[src/rtl/core/sfd_pkg.sv]
`timescale 1ns / 1ps
// ----------------------------------------------------------------------------
// sfd_pkg
// Shared types and constants for the sniffer frame deframer.
// ----------------------------------------------------------------------------
package sfd_pkg;

  localparam logic [7:0] SFD_SOF1     = 8'h40;
  localparam logic [7:0] SFD_SOF2     = 8'h53;
  localparam logic [7:0] SFD_TYPE_ADJ = 8'hC0;
  localparam logic [7:0] SFD_CHK_BAD  = 8'h00;
  localparam logic [7:0] SFD_EOF1     = 8'h40;
  localparam logic [7:0] SFD_EOF2     = 8'h45;

  typedef enum logic [3:0] {
    PH_START1  = 4'd0,
    PH_START2  = 4'd1,
    PH_TYPE    = 4'd2,
    PH_LENLO   = 4'd3,
    PH_LENHI   = 4'd4,
    PH_PAYLOAD = 4'd5,
    PH_CHECK   = 4'd6,
    PH_END1    = 4'd7,
    PH_END2    = 4'd8,
    PH_ERROR   = 4'd9,
    PH_SUCCESS = 4'd10
  } sfd_phase_t;

  typedef struct packed {
    logic       func;
    logic [7:0] data_byte;
  } sfd_in_t;

  typedef struct packed {
    logic [3:0]  phase_code;
    logic        payload_valid;
    logic [7:0]  payload_byte;
    logic [15:0] payload_index;
    logic [7:0]  frame_type_out;
    logic [15:0] frame_length_out;
    logic [7:0]  check_byte_out;
    logic        frame_ok;
  } sfd_out_t;

  typedef struct packed {
    sfd_phase_t  phase;
    logic [7:0]  type_byte;
    logic [15:0] length;
    logic [15:0] index;
    logic [7:0]  check;
    logic        ok;
  } sfd_state_t;

  localparam sfd_state_t SFD_ST_CLEAR = '{PH_START1, 8'd0, 16'd0, 16'd0, 8'd0, 1'b0};

endpackage

[src/rtl/core/sfd_step.sv]
`timescale 1ns / 1ps
// ----------------------------------------------------------------------------
// sfd_step
// Next-state and result logic of the frame parser for one byte.
// ----------------------------------------------------------------------------
module sfd_step (
  input  sfd_pkg::sfd_state_t st,
  input  sfd_pkg::sfd_in_t    item,
  output sfd_pkg::sfd_state_t st_nxt,
  output sfd_pkg::sfd_out_t   result
);
  import sfd_pkg::*;

  sfd_state_t  base;
  sfd_state_t  nxt;
  logic        pv;
  logic [7:0]  pb;
  logic [15:0] pi;
  logic [15:0] len_full;
  logic [15:0] len_adj;
  logic [16:0] idx_inc;

  assign len_full = {item.data_byte, base.length[7:0]};
  assign len_adj  = (base.type_byte == SFD_TYPE_ADJ) ? len_full - 16'd1 : len_full;
  assign idx_inc  = {1'b0, base.index} + 17'd1;

  always_comb begin
    // a byte after success starts a fresh frame
    base = (st.phase == PH_SUCCESS) ? SFD_ST_CLEAR : st;
    nxt  = base;
    pv   = 1'b0;
    pb   = 8'd0;
    pi   = 16'd0;
    if (item.func) begin
      nxt = SFD_ST_CLEAR;
    end else if (st.phase == PH_ERROR) begin
      nxt = st;
    end else begin
      unique case (base.phase)
        PH_START2: begin
          nxt.phase = (item.data_byte == SFD_SOF2) ? PH_TYPE : PH_ERROR;
        end
        PH_TYPE: begin
          nxt.type_byte = item.data_byte;
          nxt.phase     = PH_LENLO;
        end
        PH_LENLO: begin
          nxt.length = {8'd0, item.data_byte};
          nxt.phase  = PH_LENHI;
        end
        PH_LENHI: begin
          nxt.length = len_adj;
          nxt.index  = 16'd0;
          nxt.phase  = (len_adj == 16'd0) ? PH_CHECK : PH_PAYLOAD;
        end
        PH_PAYLOAD: begin
          pv = 1'b1;
          pb = item.data_byte;
          pi = base.index;
          if (base.length == 16'd0 || idx_inc >= {1'b0, base.length}) begin
            nxt.phase = PH_CHECK;
          end
          nxt.index = idx_inc[15:0];
        end
        PH_CHECK: begin
          nxt.check = item.data_byte;
          nxt.phase = (item.data_byte != SFD_CHK_BAD) ? PH_END1 : PH_ERROR;
        end
        PH_END1: begin
          nxt.phase = (item.data_byte == SFD_EOF1) ? PH_END2 : PH_ERROR;
        end
        PH_END2: begin
          if (item.data_byte == SFD_EOF2) begin
            nxt.phase = PH_SUCCESS;
            nxt.ok    = 1'b1;
          end else begin
            nxt.phase = PH_ERROR;
          end
        end
        default: begin
          nxt.phase = (item.data_byte == SFD_SOF1) ? PH_START2 : PH_ERROR;
        end
      endcase
    end
  end

  assign st_nxt = nxt;

  always_comb begin
    result.phase_code       = nxt.phase;
    result.payload_valid    = pv;
    result.payload_byte     = pb;
    result.payload_index    = pi;
    result.frame_type_out   = nxt.type_byte;
    result.frame_length_out = nxt.length;
    result.check_byte_out   = nxt.check;
    result.frame_ok         = nxt.ok;
  end

endmodule

[src/rtl/core/sniffer_frame_deframer.sv]
`timescale 1ns / 1ps
// ----------------------------------------------------------------------------
// sniffer_frame_deframer
// Byte-stream frame parser: SOF 40 53, type, LE length, payload, check, EOF 40 45.
//
// Usage:
//   in_data carries one byte (or a recover request) per transaction; every
//   transaction yields exactly one transaction on out_data with the parser
//   phase after that byte, the payload byte and its index when it was one,
//   and the frame type, length, check byte and frame-ok flag seen so far.
//   From input accept, the byte sits in the input register and the result
//   register loads from it once the output side is free.
//   Throughput is one byte per cycle while out_stall is low, set by the single
//   parser state update between the two registers.
//   A bad byte parks the parser in the error phase until a recover item.
//   Reset (rst_n low, synchronous) empties both registers and returns the
//   parser to start1 with all frame fields zero.
//   When out_stall holds a result, one more byte is taken into the input
//   register; in_stall rises only when both registers are full.
// ----------------------------------------------------------------------------
module sniffer_frame_deframer (
  input  logic              clk,
  input  logic              rst_n,
  input  logic              in_valid,
  output logic              in_stall,
  input  sfd_pkg::sfd_in_t  in_data,
  output logic              out_valid,
  input  logic              out_stall,
  output sfd_pkg::sfd_out_t out_data
);
  import sfd_pkg::*;

  logic       in_valid_r;
  sfd_in_t    in_data_r;
  logic       out_valid_r;
  sfd_out_t   out_data_r;
  sfd_state_t st_r;
  sfd_state_t st_nxt;
  sfd_out_t   result;
  logic       out_free;
  logic       fire;

  assign out_free = !out_valid_r || !out_stall;
  assign fire     = in_valid_r && out_free;
  assign in_stall = in_valid_r && !out_free;

  sfd_step u_step (
    .st     (st_r),
    .item   (in_data_r),
    .st_nxt (st_nxt),
    .result (result)
  );

  always_ff @(posedge clk) begin
    if (!rst_n) begin
      in_valid_r  <= 1'b0;
      out_valid_r <= 1'b0;
      st_r        <= SFD_ST_CLEAR;
    end else begin
      if (!in_stall) begin
        in_valid_r <= in_valid;
      end
      if (out_free) begin
        out_valid_r <= in_valid_r;
      end
      if (fire) begin
        st_r <= st_nxt;
      end
    end
  end

  always_ff @(posedge clk) begin
    if (in_valid && !in_stall) begin
      in_data_r <= in_data;
    end
    if (fire) begin
      out_data_r <= result;
    end
  end

  assign out_valid = out_valid_r;
  assign out_data  = out_data_r;

endmodule

[config.mk]
export PLATFORM = sky130hd
export DESIGN_NAME = sniffer_frame_deframer
export DESIGN_NICKNAME = d
export VERILOG_FILES = /design/src/rtl/core/sfd_pkg.sv /design/src/rtl/core/sfd_step.sv /design/src/rtl/core/sniffer_frame_deframer.sv
export SDC_FILE = /design/constraint.sdc
export NUM_CORES = 1
export LEC_CHECK = 0
export BUFFER_PORTS_ARGS = -buffer_cell sky130_fd_sc_hd__buf_2
export CAP_MARGIN = 15
export CELL_PAD_IN_SITES_DETAIL_PLACEMENT = 1
export CELL_PAD_IN_SITES_GLOBAL_PLACEMENT = 1
export CORE_UTILIZATION = 41
export CTS_CLUSTER_DIAMETER = 40
export DETAILED_ROUTE_END_ITERATION = 7
export PLACE_DENSITY = 0.87
export SYNTH_ARGS = -nofsm -noshare
export SYNTH_HDL_FRONTEND = slang
export SYNTH_SLANG_ARGS = --single-unit
[constraint.sdc]
create_clock -name clk -period 3.95 [get_ports clk]
set_input_delay 0.5925 -clock clk [delete_from_list [all_inputs] [get_ports clk]]
set_output_delay 0.5925 -clock clk [all_outputs]
set_load 0.1 [all_outputs]
Yosys cells after proc, flatten, opt, wreduce, memory -nomap -nowiden
Cells that the tools add are included.

Register bits after elaboration: 126. Input port bits: 13. Output and inout bits: 64.

$add $sub $neg: 2. Order comparisons: 1. Equal/unequal tests: 15. Muxes and demuxes: 19. Bitwise gates (word level): 1. Reduce and logical (&&, ||, !) cells: 15.

Operator list (number): 53-bit 2-to-1 mux (3); 16-bit case mux with 2 select lines (2); 16-bit zero test (2); 4-bit case mux with 8 select lines (1); 8-bit by 7-bit equality test with 1-bit output, second input constant (3); 16-bit by 1-bit adder with 17-bit output, second input constant (1); 17-bit by 16-bit greater-or-equal comparator with 1-bit output (1); 4-bit by 3-bit equality test with 1-bit output, second input constant (4); 16-bit 2-to-1 mux (1); 4-bit 2-to-1 mux (4); 8-bit 2-to-1 mux (2); 16-bit by 1-bit subtractor with 16-bit output, second input constant (1); 4-bit equality test, second input constant (3); 4-bit by 2-bit equality test with 1-bit output, second input constant (2); 8-bit equality test, second input constant (1); 8-bit nonzero test (1); 4-bit by 1-bit equality test with 1-bit output, second input constant (1); 1-bit zero test (4); 1-bit 2-to-1 mux (4); 2-bit 2-to-1 mux (2); 1-bit logical AND (3); 3-bit OR reduction (1); 1-bit logical OR (2); 2-bit inequality test, second input constant (1); other kinds (3) (3).

Longest topological paths before layout
Word-level depth: 9. Depth in mapped cells: 19. Depth with buffers taken out: 16.

Cells and area by module
From an unflattened synthesis, not the netlist that was laid out.

Cells, all modules: 875. Area total of the unflattened synthesis: 7662.3 um^2.

Modules (own cells, without submodules): sniffer_frame_deframer (instances 1, cells each 309, area an instance 4393.0 um^2); sfd_step (instances 1, cells each 566, area an instance 3269.4 um^2).

Worst setup path after synthesis
No wires, ideal clock.

Path type: reg2reg. From: register st_r[52] (netlist name). To: register st_r[49] (netlist name). Arrival: 3.967 ns. Required time: 3.835 ns. Path slack: -0.132 ns. Stages on the path, launching flop included: 20. Period minus slack after synthesis: 4.082 ns. Path through: dfxtp_1 -> clkbuf_1 -> nand4bb_1 -> buf_2 -> clkbuf_1 -> and2_1 -> ha_1 -> nand4_1 -> nor4_1 -> nand3_1 -> xor2_1 -> nor2_1 -> ha_1 -> nand4_1 -> or2_2 -> nor4_1 -> a311oi_1 -> a31oi_1 -> o31ai_1 -> o21a_1.

RTL lines: from (decl) (line sniffer_frame_deframer.sv:37) `sfd_state_t st_r;`; from (signal assigned) (line sniffer_frame_deframer.sv:67) `st_r <= st_nxt;`.

==> out/results.ini <==
[floorplan]
die_h_um = 132
die_w_um = 132
dieArea_um2 = 17300
rows = 47
ios = 77
start_util = 0.418
core_um2 = 16500

[place]
gp_congestion = 0.932
dp_slack_ns = 0.126
placed_area_um2 = 7560
io_buffer_count = 76
dp_hpwl_um = 13900

[power]
pwr-share-comb = 0.111
p_leak_nw = 3.14
swShare = 0.263
total_power_mw = 3.35
clockPowerShare = 0.459
irDropWorstVdd_uv = 285
p_int_mw = 2.47
seqPwrFrac = 0.430
powerDensity_nw_per_um2 = 411
switchingPower_mw = 0.879

[route]
avgRoutedWirePerCell_um = 20.3
finalWirelength_um = 20600
drtPass1Iterations = 5
vias = 6064
route.detailed.drc = 0
drtIter0Drc = 633
drt-vias-per-instance = 5.99
final_antenna_net_count = 0

[worst_hold_path]
hold_path_depth = 1
min_from = in_data[7]
min_to = in_data_r[7]
hp-class = input port to flop

[logic_synthesis]
synth_top_family_by_area = simple AND/OR/NAND/NOR gates
yosysWarningCount = 0
synth-compound-area-share = 0.197
synth_adder_area_share = 0.0327
synth_mux_area_frac = 0.00581
synth_fp_nets = 742
synth_area_per_cell_um2 = 9.69
ys_seq_area_frac = 0.469
yosys.area_share.simple = 0.240
netlist_area_um2 = 6890
synth_async_sr_flop_share = 0
synth_edf_count = 71
syn_inst = 711
post_synth_num_cell_types = 64
synth-seq-cells = 126
synth_flop_cell = edfxtp_1
synth_xor_area_frac = 0.0203

[critical_path]
cpPeakStageDelay_ns = 0.41
reg2reg_from = st_r[51]
worstSetupPathType = flop to flop
cp_data_arrival_time_ns = 4.11
critPathBufInv = 0
critPathTopFamily = simple AND/OR/NAND/NOR gates
ff2ff_setup_slack_ns = 0.14
cpMaxStageDelayCell = or3_4
cp-end-kind = flop
r2r-end = st_r[49]
cp.required_ns = 4.26
cp-start-kind = flop
cp_max_fo = 6
path_cells = nand4bb_2 -> and2_1 -> ha_1 -> nand4_1 -> or3_4 -> or3_1 -> a21oi_2 -> ha_1 -> nand4_1 -> or2_2 -> nor4_2 -> a311oi_1 -> a31oi_1 -> o31ai_1 -> o21a_1
rr_worst_depth = 15

[global_routing]
grt_max_degree = 56
grt_overflow = 0
grt_first_pass_wirelength_um = 33200
antenna_found_initial = 0
grt_pass1_vias = 6170
track_usage = 0.246

[sta]
post-route-period-util = 0.963
max-slew-margin-rel = 0.342
worst_pin_slew_ns = 0.979
finalWorstSetupSlack_ns = 0.145
hold_viol = 0
whs_ns = 0.341
clock.fmax_mhz = 263
maxSlewViolCount = 0
finalSetupViolations = 0
fin_crit_ns = 3.81
finalClockSkew_ns = 0.0124

[layout]
layout.nets = 810
antennaDiodeCount = 0
mostFrequentLayoutCells = buf_2 (76), edfxtp_1 (71), nand2_1 (64), a22oi_1 (58), dfxtp_1 (55)
finish.utilization = 0.496
layout_commonest_cell = buf_2
post-route-cell-area_um2 = 8160
layout-area-overhead-vs-synth_pct = 18.5
num-fill-cells = 1905
drive_gt1_frac = 0.207

[clocking]
cts_made_buffers = 17
post_cts_buffers = 0
cts.sinks = 126
cts_max_level = 4
clkTransAtPathRegs_ns = 0.05
worstSkewPairLatency_ns = 0.43
clockBufferDepth = 2
cts_root_buf = clkbuf_16
cts_tree = yes

[outcome]
status = finished, final reports clean

[flow_run]
drv_cap = 0

[metal layers]
metal,global-route usage,vias to the layer above,part of all wire
met1,0.297,3014,0.42
met5,0,-,0
li1,-,2790,-
met3,0.0544,42,0.056
met2,0.416,218,0.50
met4,0.116,0,0.027
[timing repair]
action | CTS | global route
gates resized for setup | 0 | 6
setup endpoints to repair | 0 | 4
hold buffers | 0 | 0
[registers in the layout, indices dropped and copies added, names as in the netlist]
signal and flops:
out_valid 1, out_data 62, in_valid_r 1, st_r 53, in_data_r 9
[power by group through the flow]
stage	logic, mW	registers [mW]	clock network, mW
floorplan	0.107	1.65	0
global placement	0.367	1.47	0
detailed placement	0.370	1.47	0
CTS	0.372	1.44	1.57
global route	0.386	1.44	1.62
finish	0.373	1.44	1.54
[cells by family (layout without fill, tap and decap cells)]
logic type,Yosys count,in the layout
AO/OA/AOI/OAI,193,193
XOR/XNOR,16,16
adder cells (fa/ha/maj),18,18
buffers and inverters,61,142
flip-flops,126,126
multiplexers,4,4
AND/OR/NAND/NOR,293,293
[synthesized netlist by cell type (all sizes together) (6+ instances only)]
library cell,number,share of area
inv,8,0.0044
a22oi,58,0.063
a31oi,6,0.0055
a21o,32,0.035
nand4,14,0.014
nor3,21,0.015
nand2b,10,0.0091
nand3,16,0.012
a21boi,8,0.0087
ha,18,0.033
xor2,7,0.0089
o31a,6,0.0085
a21oi,24,0.018
clkbuf,48,0.026
nor2b,46,0.042
or3,6,0.0069
nor2,44,0.024
nand2,64,0.035
o21ai,27,0.020
xnor2,9,0.011
dfxtp,55,0.16
edfxtp,71,0.31
and2,26,0.024
nor4,17,0.021
[worst register-to-register path, stage by stage, from the launching register on]
cell,delay (ns)
dfxtp_1,0.33
nand4bb_2,0.22
and2_1,0.19
ha_1,0.23
nand4_1,0.21
or3_4,0.41
or3_1,0.38
a21oi_2,0.18
ha_1,0.19
nand4_1,0.09
or2_2,0.30
nor4_2,0.28
a311oi_1,0.12
a31oi_1,0.26
o31ai_1,0.11
o21a_1,0.20
[stage by stage]
step	TNS (ns)	instances
after floorplan	0	711
after global placement	0	980
after detailed placement	0	980
after CTS	0	1012
after global routing	-0.0366	1012
final	0	1012
[worst max path at each step]
stage	slack [ns]	endpoint	start	cells past startpoint
floorplan	0.04	st_r[50]	st_r[52]	18
global placement	0.31	out_data[59]	st_r[51]	15
detailed placement	0.13	out_data[59]	st_r[51]	15
CTS	0.09	out_data[59]	st_r[51]	15
global route	-0.03	st_r[49]	st_r[51]	15
finish	0.14	st_r[49]	st_r[51]	15
[area by class of cell]
type / instances / area [um^2] / share of cell area
clock buffer: 23 / 448 / 0.0549
clock inverter: 9 / 121 / 0.0149
inverter: 8 / 31.3 / 0.00383
multi-input combinational: 524 / 3470 / 0.426
sequential: 126 / 3230 / 0.396
tap: 220 / 275 / 0.0337
timing repair buffer: 102 / 576 / 0.0705
Note: power is estimated with default switching activity, not from simulation.
